`src/rtl/core/clfr_pkg.sv`:
```
// Shared types, codes and helper functions for the serial frame receiver.
// No dependencies; every other file of the block refers to this package.
`timescale 1ns / 1ps

package clfr_pkg;

    // Depth of the queue between the classifying front and the deframer
    localparam int QUEUE_DEPTH = 4;

    // Configuration register indexes
    localparam logic [1:0] CFG_MIN_LENGTH = 2'd0;
    localparam logic [1:0] CFG_MAX_LENGTH = 2'd1;
    localparam logic [1:0] CFG_FRAME_TO   = 2'd2;
    localparam logic [1:0] CFG_BYTE_TO    = 2'd3;

    // Configuration reset values
    localparam logic [7:0]  RST_MIN_LENGTH = 8'd3;
    localparam logic [7:0]  RST_MAX_LENGTH = 8'd255;
    localparam logic [15:0] RST_FRAME_TO   = 16'd3000;
    localparam logic [15:0] RST_BYTE_TO    = 16'd500;

    // Item kinds
    localparam logic ACT_BYTE = 1'b0;
    localparam logic ACT_TICK = 1'b1;

    // Frame status codes
    localparam logic [2:0] ST_OK       = 3'd0;
    localparam logic [2:0] ST_NAK      = 3'd1;
    localparam logic [2:0] ST_CSUM_BAD = 3'd2;
    localparam logic [2:0] ST_BYTE_TO  = 3'd3;
    localparam logic [2:0] ST_FRAME_TO = 3'd4;

    // Reply codes
    localparam logic [1:0] REPLY_NONE     = 2'd0;
    localparam logic [1:0] REPLY_ACK      = 2'd1;
    localparam logic [1:0] REPLY_CSUM_NAK = 2'd2;

    // Flag bits in the header
    localparam logic [7:0] ACK_FLAG    = 8'h80;
    localparam logic [7:0] NOTIFY_FLAG = 8'h40;

    // NAK reason bytes
    localparam logic [7:0] NAK_NONE     = 8'h00;
    localparam logic [7:0] NAK_BUSY     = 8'h01;
    localparam logic [7:0] NAK_LENGTH   = 8'h02;
    localparam logic [7:0] NAK_SEQUENCE = 8'h03;
    localparam logic [7:0] NAK_COMM     = 8'h04;
    localparam logic [7:0] NAK_CHECKSUM = 8'h10;

    // Notify error bytes
    localparam logic [7:0] NTF_CABLE        = 8'h00;
    localparam logic [7:0] NTF_CAMERA_COMM  = 8'h01;
    localparam logic [7:0] NTF_PAN_TILT     = 8'h03;
    localparam logic [7:0] NTF_VIDEO        = 8'h04;
    localparam logic [7:0] NTF_UNCONNECTED  = 8'h10;
    localparam logic [7:0] NTF_UNDEF_CMD    = 8'h11;
    localparam logic [7:0] NTF_UNDEF_PARAM  = 8'h12;
    localparam logic [7:0] NTF_CMD_STATUS   = 8'h13;
    localparam logic [7:0] NTF_PARAM_STATUS = 8'h14;
    localparam logic [7:0] NTF_TIMEOUT      = 8'h16;
    localparam logic [7:0] NTF_WHITE_BAL    = 8'h18;
    localparam logic [7:0] NTF_ADJUST       = 8'h20;

    // Dense response error codes
    localparam logic [4:0] ERR_NONE           = 5'd0;
    localparam logic [4:0] ERR_NAK_BUSY       = 5'd1;
    localparam logic [4:0] ERR_NAK_LENGTH     = 5'd2;
    localparam logic [4:0] ERR_NAK_SEQUENCE   = 5'd3;
    localparam logic [4:0] ERR_NAK_COMM       = 5'd4;
    localparam logic [4:0] ERR_NAK_CHECKSUM   = 5'd5;
    localparam logic [4:0] ERR_NAK_UNKNOWN    = 5'd6;
    localparam logic [4:0] ERR_CABLE          = 5'd7;
    localparam logic [4:0] ERR_CAMERA_COMM    = 5'd8;
    localparam logic [4:0] ERR_PAN_TILT_BASE  = 5'd9;
    localparam logic [4:0] ERR_VIDEO_BASE     = 5'd13;
    localparam logic [4:0] ERR_UNCONNECTED    = 5'd17;
    localparam logic [4:0] ERR_UNDEF_CMD      = 5'd18;
    localparam logic [4:0] ERR_UNDEF_PARAM    = 5'd19;
    localparam logic [4:0] ERR_CMD_STATUS     = 5'd20;
    localparam logic [4:0] ERR_PARAM_STATUS   = 5'd21;
    localparam logic [4:0] ERR_TIMEOUT        = 5'd22;
    localparam logic [4:0] ERR_WHITE_BAL      = 5'd23;
    localparam logic [4:0] ERR_ADJUST         = 5'd24;
    localparam logic [4:0] ERR_NOTIFY_UNKNOWN = 5'd25;
    localparam logic [4:0] SUB_UNKNOWN        = 5'd3;

    // Input request
    typedef struct packed {
        logic       action;
        logic [7:0] rx_byte;
    } clfr_in_t;

    // Result request
    typedef struct packed {
        logic [7:0] data_byte;
        logic [7:0] byte_index;
        logic       frame_end;
        logic [2:0] status;
        logic       is_ack;
        logic [1:0] reply;
        logic [4:0] response_error;
    } clfr_out_t;

    // Classified item held in the queue
    typedef struct packed {
        logic       is_tick;
        logic       in_bounds;
        logic [7:0] rx_byte;
    } clfr_item_t;

    // Configuration set
    typedef struct packed {
        logic [7:0]  min_length;
        logic [7:0]  max_length;
        logic [15:0] frame_timeout_ms;
        logic [15:0] byte_timeout_ms;
    } clfr_cfg_t;

    // Device sub-code: reasons 0 to 2 map directly, the rest is unknown
    function automatic logic [4:0] sub_code(input logic [7:0] v, input logic [4:0] base);
        logic [4:0] code;
        if (v <= 8'd2)
        begin
            code = base + {3'b000, v[1:0]};
        end
        else
        begin
            code = base + SUB_UNKNOWN;
        end
        return code;
    endfunction

    // Translate header bytes 1 to 4 into the dense response error code
    function automatic logic [4:0] translate(input logic [7:0] b1, input logic [7:0] b2,
                                             input logic [7:0] b3, input logic [7:0] b4);
        logic [4:0] code;
        if ((b1 & ACK_FLAG) != 8'h00)
        begin
            case (b2)
                NAK_NONE:     code = ERR_NONE;
                NAK_BUSY:     code = ERR_NAK_BUSY;
                NAK_LENGTH:   code = ERR_NAK_LENGTH;
                NAK_SEQUENCE: code = ERR_NAK_SEQUENCE;
                NAK_COMM:     code = ERR_NAK_COMM;
                NAK_CHECKSUM: code = ERR_NAK_CHECKSUM;
                default:      code = ERR_NAK_UNKNOWN;
            endcase
        end
        else if ((b2 & NOTIFY_FLAG) == 8'h00)
        begin
            code = ERR_NONE;
        end
        else
        begin
            case (b3)
                NTF_CABLE:        code = ERR_CABLE;
                NTF_CAMERA_COMM:  code = ERR_CAMERA_COMM;
                NTF_PAN_TILT:     code = sub_code(b4, ERR_PAN_TILT_BASE);
                NTF_VIDEO:        code = sub_code(b4, ERR_VIDEO_BASE);
                NTF_UNCONNECTED:  code = ERR_UNCONNECTED;
                NTF_UNDEF_CMD:    code = ERR_UNDEF_CMD;
                NTF_UNDEF_PARAM:  code = ERR_UNDEF_PARAM;
                NTF_CMD_STATUS:   code = ERR_CMD_STATUS;
                NTF_PARAM_STATUS: code = ERR_PARAM_STATUS;
                NTF_TIMEOUT:      code = ERR_TIMEOUT;
                NTF_WHITE_BAL:    code = ERR_WHITE_BAL;
                NTF_ADJUST:       code = ERR_ADJUST;
                default:          code = ERR_NOTIFY_UNKNOWN;
            endcase
        end
        return code;
    endfunction

endpackage

```
`src/rtl/core/clfr_front.sv`:
```
// Front of the frame receiver: classifies incoming requests against the
// length bounds and queues them for the deframer. Depends on clfr_pkg.
`timescale 1ns / 1ps

module clfr_front #(
    parameter int DEPTH = clfr_pkg::QUEUE_DEPTH
) (
    input  logic                  clk,
    input  logic                  rst_n,
    input  logic [7:0]            min_length,
    input  logic [7:0]            max_length,
    input  logic                  item_valid,
    output logic                  item_stall,
    input  clfr_pkg::clfr_in_t    item,
    output logic                  q_valid,
    output clfr_pkg::clfr_item_t  q_item,
    input  logic                  q_pop
);

    localparam int PTR_W = (DEPTH > 1) ? $clog2(DEPTH) : 1;
    localparam int CNT_W = $clog2(DEPTH + 1);

    clfr_pkg::clfr_item_t entry_reg [DEPTH];
    logic [PTR_W-1:0] wr_ptr_reg, wr_ptr_next;
    logic [PTR_W-1:0] rd_ptr_reg, rd_ptr_next;
    logic [CNT_W-1:0] count_reg, count_next;
    clfr_pkg::clfr_item_t classified;
    logic push;

    // Classify: kind of request and whether a byte is a legal length
    always_comb
    begin
        classified.is_tick   = (item.action == clfr_pkg::ACT_TICK);
        classified.in_bounds = (item.rx_byte >= min_length) && (item.rx_byte <= max_length);
        classified.rx_byte   = item.rx_byte;
    end

    // Stall while the queue is full
    assign item_stall = (count_reg == CNT_W'(DEPTH));
    assign push       = item_valid && !item_stall;
    assign q_valid    = (count_reg != '0);
    assign q_item     = entry_reg[rd_ptr_reg];

    // Advance pointers and fill count
    always_comb
    begin
        wr_ptr_next = wr_ptr_reg;
        rd_ptr_next = rd_ptr_reg;
        count_next  = count_reg;
        if (push)
        begin
            wr_ptr_next = (wr_ptr_reg == PTR_W'(DEPTH - 1)) ? '0 : wr_ptr_reg + 1'b1;
        end
        if (q_pop)
        begin
            rd_ptr_next = (rd_ptr_reg == PTR_W'(DEPTH - 1)) ? '0 : rd_ptr_reg + 1'b1;
        end
        if (push && !q_pop)
        begin
            count_next = count_reg + 1'b1;
        end
        else if (!push && q_pop)
        begin
            count_next = count_reg - 1'b1;
        end
    end

    always_ff @(posedge clk or negedge rst_n)
    begin
        if (!rst_n)
        begin
            wr_ptr_reg <= '0;
            rd_ptr_reg <= '0;
            count_reg  <= '0;
        end
        else
        begin
            wr_ptr_reg <= wr_ptr_next;
            rd_ptr_reg <= rd_ptr_next;
            count_reg  <= count_next;
        end
    end

    // Store the classified request
    always_ff @(posedge clk)
    begin
        if (push)
        begin
            entry_reg[wr_ptr_reg] <= classified;
        end
    end

    a_count_bound: assert property (@(posedge clk) disable iff (!rst_n)
        count_reg <= CNT_W'(DEPTH))
        else $error("queue fill count above depth");

    a_pop_drains: assert property (@(posedge clk) disable iff (!rst_n)
        (q_pop && !push) |=> (count_reg == $past(count_reg) - 1'b1))
        else $error("queue pop without push did not drain one entry");

    a_push_fills: assert property (@(posedge clk) disable iff (!rst_n)
        (push && !q_pop) |=> (count_reg == $past(count_reg) + 1'b1))
        else $error("queue push without pop did not add one entry");

endmodule

```
`src/rtl/core/clfr_back.sv`:
```
// Back of the frame receiver: deframing state, timers, checksum and the
// output register. Depends on clfr_pkg for types, codes and translate().
`timescale 1ns / 1ps

module clfr_back (
    input  logic                  clk,
    input  logic                  rst_n,
    input  logic [15:0]           frame_timeout_ms,
    input  logic [15:0]           byte_timeout_ms,
    input  logic                  q_valid,
    input  clfr_pkg::clfr_item_t  q_item,
    output logic                  q_pop,
    output logic                  result_valid,
    input  logic                  result_stall,
    output clfr_pkg::clfr_out_t   result
);

    logic        collecting_reg, collecting_next;
    logic [7:0]  bytes_left_reg, bytes_left_next;
    logic [7:0]  position_reg, position_next;
    logic [7:0]  sum_reg, sum_next;
    logic [7:0]  header_reg [4];
    logic [7:0]  header_next [4];
    logic [15:0] hunt_reg, hunt_next;
    logic [15:0] gap_reg, gap_next;
    logic        out_valid_reg, out_valid_next;
    clfr_pkg::clfr_out_t out_reg, out_next;

    logic        advance;
    logic        emit;
    logic        finish;
    logic        good;
    logic [15:0] hunt_inc;
    logic [15:0] gap_inc;
    logic [7:0]  pos_inc;
    logic [7:0]  pos_m1;
    logic [7:0]  left_dec;
    clfr_pkg::clfr_out_t res;

    assign advance      = !out_valid_reg || !result_stall;
    assign q_pop        = q_valid && advance;
    assign result_valid = out_valid_reg;
    assign result       = out_reg;

    assign hunt_inc = (hunt_reg == 16'hFFFF) ? hunt_reg : hunt_reg + 16'd1;
    assign gap_inc  = (gap_reg == 16'hFFFF) ? gap_reg : gap_reg + 16'd1;
    assign pos_inc  = position_reg + 8'd1;
    assign pos_m1   = pos_inc - 8'd1;
    assign left_dec = bytes_left_reg - 8'd1;

    // Deframe one queued request
    always_comb
    begin
        collecting_next = collecting_reg;
        bytes_left_next = bytes_left_reg;
        position_next   = position_reg;
        sum_next        = sum_reg;
        hunt_next       = hunt_reg;
        gap_next        = gap_reg;
        for (int i = 0; i < 4; i++)
        begin
            header_next[i] = header_reg[i];
        end
        emit   = 1'b0;
        finish = 1'b0;
        good   = 1'b1;
        res    = '0;

        if (q_pop)
        begin
            if (q_item.is_tick)
            begin
                hunt_next = hunt_inc;
                if (!collecting_reg)
                begin
                    // hunt deadline on a tick
                    if (hunt_inc >= frame_timeout_ms)
                    begin
                        emit            = 1'b1;
                        res.frame_end   = 1'b1;
                        res.status      = clfr_pkg::ST_FRAME_TO;
                        hunt_next       = '0;
                        gap_next        = '0;
                        bytes_left_next = '0;
                    end
                end
                else
                begin
                    gap_next = gap_inc;
                    // inter-byte deadline
                    if (gap_inc >= byte_timeout_ms)
                    begin
                        emit            = 1'b1;
                        res.frame_end   = 1'b1;
                        res.status      = clfr_pkg::ST_BYTE_TO;
                        collecting_next = 1'b0;
                        bytes_left_next = '0;
                        gap_next        = '0;
                        hunt_next       = '0;
                    end
                end
            end
            else if (!collecting_reg)
            begin
                if (!q_item.in_bounds)
                begin
                    // drop the byte, but honor the hunt deadline
                    if (hunt_reg >= frame_timeout_ms)
                    begin
                        emit            = 1'b1;
                        res.frame_end   = 1'b1;
                        res.status      = clfr_pkg::ST_FRAME_TO;
                        hunt_next       = '0;
                        gap_next        = '0;
                        bytes_left_next = '0;
                    end
                end
                else
                begin
                    // length byte opens a frame
                    for (int i = 0; i < 4; i++)
                    begin
                        header_next[i] = '0;
                    end
                    position_next  = '0;
                    sum_next       = q_item.rx_byte;
                    gap_next       = '0;
                    emit           = 1'b1;
                    res.data_byte  = q_item.rx_byte;
                    res.byte_index = '0;
                    if (q_item.rx_byte == 8'd0)
                    begin
                        // zero length frame completes at once
                        finish = 1'b1;
                    end
                    else
                    begin
                        collecting_next = 1'b1;
                        bytes_left_next = q_item.rx_byte;
                    end
                end
            end
            else
            begin
                // frame body byte
                gap_next        = '0;
                position_next   = pos_inc;
                bytes_left_next = left_dec;
                if (pos_inc inside {[8'd1:8'd4]})
                begin
                    header_next[pos_m1[1:0]] = q_item.rx_byte;
                end
                emit           = 1'b1;
                res.data_byte  = q_item.rx_byte;
                res.byte_index = pos_inc;
                if (left_dec == 8'd0)
                begin
                    finish = 1'b1;
                    good   = ((8'd0 - sum_reg) == q_item.rx_byte);
                end
                else
                begin
                    sum_next = sum_reg + q_item.rx_byte;
                end
            end

            // Close the frame: checksum verdict, then ACK/NAK classification
            if (finish)
            begin
                res.frame_end   = 1'b1;
                collecting_next = 1'b0;
                bytes_left_next = '0;
                gap_next        = '0;
                if (!good)
                begin
                    res.status = clfr_pkg::ST_CSUM_BAD;
                    res.reply  = clfr_pkg::REPLY_CSUM_NAK;
                end
                else
                begin
                    hunt_next          = '0;
                    res.response_error = clfr_pkg::translate(header_next[0], header_next[1],
                                                             header_next[2], header_next[3]);
                    if ((header_next[0] & clfr_pkg::ACK_FLAG) != 8'h00)
                    begin
                        res.is_ack = 1'b1;
                        res.status = (header_next[1] == 8'h00) ? clfr_pkg::ST_OK
                                                               : clfr_pkg::ST_NAK;
                        res.reply  = clfr_pkg::REPLY_NONE;
                    end
                    else
                    begin
                        res.status = clfr_pkg::ST_OK;
                        res.reply  = clfr_pkg::REPLY_ACK;
                    end
                end
            end
        end
    end

    // Load or hold the output register
    always_comb
    begin
        out_valid_next = out_valid_reg;
        out_next       = out_reg;
        if (advance)
        begin
            out_valid_next = q_pop && emit;
            out_next       = res;
        end
    end

    always_ff @(posedge clk or negedge rst_n)
    begin
        if (!rst_n)
        begin
            collecting_reg <= 1'b0;
            bytes_left_reg <= '0;
            position_reg   <= '0;
            sum_reg        <= '0;
            hunt_reg       <= '0;
            gap_reg        <= '0;
            out_valid_reg  <= 1'b0;
            for (int i = 0; i < 4; i++)
            begin
                header_reg[i] <= '0;
            end
        end
        else
        begin
            collecting_reg <= collecting_next;
            bytes_left_reg <= bytes_left_next;
            position_reg   <= position_next;
            sum_reg        <= sum_next;
            hunt_reg       <= hunt_next;
            gap_reg        <= gap_next;
            out_valid_reg  <= out_valid_next;
            for (int i = 0; i < 4; i++)
            begin
                header_reg[i] <= header_next[i];
            end
        end
    end

    // Payload register
    always_ff @(posedge clk)
    begin
        out_reg <= out_next;
    end

    a_left_tracks_mode: assert property (@(posedge clk) disable iff (!rst_n)
        collecting_reg == (bytes_left_reg != 8'd0))
        else $error("bytes left out of step with collecting mode");

    a_mid_frame_clean: assert property (@(posedge clk) disable iff (!rst_n)
        (out_valid_reg && !out_reg.frame_end) |->
        (out_reg.status == clfr_pkg::ST_OK && out_reg.reply == clfr_pkg::REPLY_NONE &&
         out_reg.response_error == clfr_pkg::ERR_NONE && !out_reg.is_ack))
        else $error("mid-frame result carries frame status");

    a_timeout_zero: assert property (@(posedge clk) disable iff (!rst_n)
        (out_valid_reg && (out_reg.status == clfr_pkg::ST_BYTE_TO ||
                           out_reg.status == clfr_pkg::ST_FRAME_TO)) |->
        (out_reg.data_byte == 8'd0 && out_reg.byte_index == 8'd0 && out_reg.frame_end))
        else $error("timeout result carries frame data");

    a_length_opens: assert property (@(posedge clk) disable iff (!rst_n)
        (q_pop && !collecting_reg && !q_item.is_tick && q_item.in_bounds &&
         q_item.rx_byte != 8'd0) |=> collecting_reg)
        else $error("legal length byte did not open a frame");

endmodule

```
`src/rtl/core/camera_link_frame_receiver_unit.sv`:
```
// Top level of the serial frame receiver: configuration registers, the
// classifying front with its queue, and the deframing back end.
// A request accepted into the queue is deframed when popped; any result it gives is held in the output register.
// Throughput: one request per cycle while item_stall is low; the queue and
// the output register let the input keep flowing while a result waits to be taken.
// Reset: asynchronous, active low; hunting state, timers cleared, registers at defaults.
`timescale 1ns / 1ps

module camera_link_frame_receiver_unit #(
    parameter int QUEUE_DEPTH = clfr_pkg::QUEUE_DEPTH
) (
    input  logic                 clk,
    input  logic                 rst_n,
    input  logic                 cfg_we,
    input  logic [1:0]           cfg_index,
    input  logic [15:0]          cfg_data,
    input  logic                 item_valid,
    output logic                 item_stall,
    input  clfr_pkg::clfr_in_t   item,
    output logic                 result_valid,
    input  logic                 result_stall,
    output clfr_pkg::clfr_out_t  result
);

    clfr_pkg::clfr_cfg_t  cfg_reg;
    logic                 q_valid;
    logic                 q_pop;
    clfr_pkg::clfr_item_t q_item;

    // Hold configuration; writes land by index
    always_ff @(posedge clk or negedge rst_n)
    begin
        if (!rst_n)
        begin
            cfg_reg.min_length       <= clfr_pkg::RST_MIN_LENGTH;
            cfg_reg.max_length       <= clfr_pkg::RST_MAX_LENGTH;
            cfg_reg.frame_timeout_ms <= clfr_pkg::RST_FRAME_TO;
            cfg_reg.byte_timeout_ms  <= clfr_pkg::RST_BYTE_TO;
        end
        else if (cfg_we)
        begin
            case (cfg_index)
                clfr_pkg::CFG_MIN_LENGTH: cfg_reg.min_length       <= cfg_data[7:0];
                clfr_pkg::CFG_MAX_LENGTH: cfg_reg.max_length       <= cfg_data[7:0];
                clfr_pkg::CFG_FRAME_TO:   cfg_reg.frame_timeout_ms <= cfg_data;
                clfr_pkg::CFG_BYTE_TO:    cfg_reg.byte_timeout_ms  <= cfg_data;
                default:                  cfg_reg                  <= cfg_reg;
            endcase
        end
    end

    clfr_front #(
        .DEPTH (QUEUE_DEPTH)
    ) u_front (
        .clk        (clk),
        .rst_n      (rst_n),
        .min_length (cfg_reg.min_length),
        .max_length (cfg_reg.max_length),
        .item_valid (item_valid),
        .item_stall (item_stall),
        .item       (item),
        .q_valid    (q_valid),
        .q_item     (q_item),
        .q_pop      (q_pop)
    );

    clfr_back u_back (
        .clk              (clk),
        .rst_n            (rst_n),
        .frame_timeout_ms (cfg_reg.frame_timeout_ms),
        .byte_timeout_ms  (cfg_reg.byte_timeout_ms),
        .q_valid          (q_valid),
        .q_item           (q_item),
        .q_pop            (q_pop),
        .result_valid     (result_valid),
        .result_stall     (result_stall),
        .result           (result)
    );

endmodule
```
`config.mk`:
```
export PLATFORM = sky130hd
export DESIGN_NAME = camera_link_frame_receiver_unit
export DESIGN_NICKNAME = d
export VERILOG_FILES = /design/src/rtl/core/clfr_pkg.sv /design/src/rtl/core/clfr_front.sv /design/src/rtl/core/clfr_back.sv /design/src/rtl/core/camera_link_frame_receiver_unit.sv
export SDC_FILE = /design/constraint.sdc
export NUM_CORES = 1
export LEC_CHECK = 0
export BUFFER_PORTS_ARGS = -buffer_cell sky130_fd_sc_hd__buf_4
export CELL_PAD_IN_SITES_DETAIL_PLACEMENT = 1
export CELL_PAD_IN_SITES_GLOBAL_PLACEMENT = 2
export CORE_MARGIN = 1.5
export CORE_UTILIZATION = 41
export CTS_CLUSTER_SIZE = 12
export DETAILED_ROUTE_END_ITERATION = 6
export GPL_TIMING_DRIVEN = 0
export PLACE_DENSITY = 0.84
export SLEW_MARGIN = 20
export SYNTH_ARGS = -nofsm -noshare
export SYNTH_HDL_FRONTEND = slang
export SYNTH_SLANG_ARGS = --single-unit
```
`constraint.sdc`:
```
create_clock -name clk -period 5.9 [get_ports clk]
set_input_delay 1.475 -clock clk [delete_from_list [all_inputs] [get_ports clk]]
set_output_delay 1.475 -clock clk [all_outputs]
set_load 0.01 [all_outputs]
```
==> flow_summary.json <==
{
  "status": "finished clean",
  "cap_violations": 0,
  "skew_ns": 0.00847,
  "diodes": 0,
  "drt_iter0_drc": 484,
  "ys_ff_latch": 206,
  "numCtsBuffers": 25,
  "muxShareOfSynthArea": 0.0783,
  "crit_required_ns": 6.35,
  "hold-worst-slack_ns": 0.504,
  "worst_slack_ns": 0.715,
  "gp_congestion": 0.838,
  "cp_cell_sequence": "clkbuf_1, nand2_1, nor4_2, nand2_1, nor3_2, nor2_1, nand3_1, nor2_1, or2_2, ha_1, a2111oi_0, o21ai_0, a211o_1, o22ai_1, clkbuf_1, o21ai_0, a31oi_1",
  "ys_warn_count": 0,
  "cp_max_fo": 10,
  "crit_type": "register to register",
  "vias": 9511,
  "leakagePower_nw": 6.34,
  "p_int_w": 0.00432,
  "synth-edff-count": 68,
  "synth_top_family_by_area": "compound AO/OA/AOI/OAI gates",
  "yosysTopAreaCellShare": 0.234,
  "portBuffers": 61,
  "netSwitchingPower_w": 0.00300,
  "cts_hold_buf": 0,
  "pwr-share-clk": 0.228,
  "synth_compound_area_frac": 0.154,
  "design.core.area_sq_um": 29600,
  "ir_drop_v": 0.000220,
  "period_share": 0.879,
  "crit_buf_inv": 2,
  "syn_to_final_growth_pct": 15.4,
  "multi_input_area_sq_um": 6260,
  "syn_inst": 1188,
  "synth.avg_cell_area_sq_um": 10.4,
  "layout.nets": 1402,
  "drc": 0,
  "pwr-share-comb": 0.476,
  "crit_slowest_cell": "nor4_2",
  "antenna_found_initial": 0,
  "yosys_most_used_dff": "dfrtp_1",
  "finalWirelength_um": 33500,
  "yosys.area_share.xor_xnor": 0.0348,
  "firstDrtPassIters": 4,
  "tightest_slew_ns": 0.821,
  "drive_above_1_share": 0.165,
  "synth.distinct_cells": 73,
  "worst_path_largest_cell_delay_ns": 0.47,
  "ys_seq_area_frac": 0.449,
  "total_power_w": 0.00733,
  "hold_class": "register to register",
  "mostFrequentLayoutCells": "115 x dfrtp_1, 90 x ha_1, 88 x nand2_1",
  "crit_arrival_ns": 5.63,
  "fin_crit_ns": 5.19,
  "max_slew_margin": 0.449,
  "cp-end-kind": "register",
  "grt-ovfl-total": 0,
  "cts_tree": "done",
  "largest_reg_flops": 48,
  "dieArea_sq_um": 31100,
  "power.density_nw_per_um2": 516,
  "synth-simple-area-share": 0.144,
  "rsz0062_at_grt": "false",
  "ys_top_cells_by_area": "dfrtp_1 23%, edfxtp_1 17%, ha_1 9.1%, dfstp_2 4.9%, mux2_2 4.3%",
  "final_common_cell": "dfrtp_1",
  "start_kind": "register",
  "fillCellCount": 3309,
  "final_util": 0.480,
  "async_flop_share": 0.670,
  "clockRootBuffer": "clkbuf_16",
  "setup_viol": 0,
  "routedWlPerCell_um": 19.9,
  "cts_max_level": 1,
  "grt_max_degree": 83,
  "dp_hpwl_um": 24600,
  "clkTransAtPathRegs_ns": 0.06,
  "start_util": 0.416,
  "clock.fmax_mhz": 193,
  "power_frac_seq": 0.296,
  "regArea_sq_um": 5520,
  "pre_cts_ws_ns": 0.344,
  "grt_pass1_vias": 9972,
  "pin_count": 62,
  "insertion_delay_ns": 0.53,
  "ant_nets": 0,
  "r2r_slack_ns": 0.71,
  "critPathTopFamily": "simple AND/OR/NAND/NOR gates",
  "die_x_um": 176,
  "dieHeight_um": 176,
  "switching_share": 0.410,
  "syn_area_sq_um": 12300,
  "via_per_inst": 5.64,
  "cts_sinks": 206,
  "clk_path_buf_depth": 3,
  "final-max-slew-violation-count": 0,
  "postCtsSetupBuffers": 0,
  "row_count": 63,
  "yosys.area_share.adder": 0.0956,
  "gr-usage-all-layers": 0.221,
  "syn-num-nets": 1312,
  "hold_viol": 0,
  "yosys.area.top_type": "dfrtp_1",
  "grt_pass1_wl_um": 54200,
  "setup_tns_ns": 0
}
-- logic make-up (layout without fill, tap and decap cells) --
group	Yosys count	after routing
adders and majority gates	93	93
and+or+nand+nor	353	353
AOI/OAI and AO/OA	281	281
DFF	206	206
buffers and inverters	134	243
muxes	77	77
xor gates and xnor gates	44	44
-- cell type report --
class,count,share of cell area
Buffer,47,0.0152
Inverter,87,0.0230
Clock inverter,18,0.0170
Sequential cell,206,0.389
Tap cell,390,0.0344
Timing Repair Buffer,63,0.0351
Clock buffer,28,0.0455
Multi-Input combinational cell,848,0.441
-- synth_stat cells, types with 16 or more instances --
cell / instances
nor4_1: 16
a22o_1: 40
inv_1: 86
nand2_1: 89
nand3_1: 47
a21oi_1: 55
mux2_2: 47
edfxtp_1: 68
ha_1: 90
dfstp_2: 23
a21o_1: 37
xnor2_1: 30
mux2i_1: 18
nor2_1: 71
nand4_1: 21
dfrtp_1: 115
clkbuf_1: 35
o21ai_0: 61
nor3_1: 17
-- stage by stage --
stage	area (sq um)	instances
global placement	13300	1639
finish	14200	1687
detailed placement	13300	1641
CTS	14200	1687
global route	14200	1687
floorplan	12300	1188
-- path summary, 6_finish.rpt --
path / startpoint / to / cells after the start
hold reg to reg: cfg_reg[15] / cfg_reg[15] / 1
setup reg to reg: u_back.hunt_reg[3] / u_back.hunt_reg[7] / 17
min in group asynchronous: rst_n / u_back.position_reg[3] / 1
hold / removal: cfg_reg[15] / cfg_reg[15] / 1
max in group asynchronous: rst_n / cfg_reg[41] / 2
setup / recovery: u_back.hunt_reg[3] / u_back.hunt_reg[7] / 17
-- worst register-to-register path, stage by stage (launching register included) --
cell and delay (ns):
dfrtp_1 0.36, clkbuf_1 0.32, nand2_1 0.17, nor4_2 0.47, nand2_1 0.18, nor3_2 0.41, nor2_1 0.22, nand3_1 0.20
nor2_1 0.07, or2_2 0.29, ha_1 0.30, a2111oi_0 0.41, o21ai_0 0.27, a211o_1 0.43, o22ai_1 0.21, clkbuf_1 0.41
o21ai_0 0.17, a31oi_1 0.20
-- timing repair --
action,CTS,global route
resized for setup,0,2
setup endpoints to repair,0,34
hold endpoints to repair,0,0
-- power by group through the flow --
stage	Clock [W]	Combinational (W)	Sequential, W
after floorplan	0	0.00243	0.00214
after detailed placement	0	0.00348	0.00219
after CTS	0.00170	0.00351	0.00217
after global placement	0	0.00336	0.00217
final	0.00167	0.00349	0.00217
after global routing	0.00176	0.00387	0.00222
-- routing by layer --
metal / global-route usage / up-vias / part of all wire
met1: 0.295 / 4799 / 0.46
met3: 0.0230 / 50 / 0.029
li1: - / 4533 / -
met2: 0.379 / 129 / 0.48
met5: 0 / - / 0
met4: 0.0662 / 0 / 0.027
Note: power is estimated with default switching activity, not from simulation.
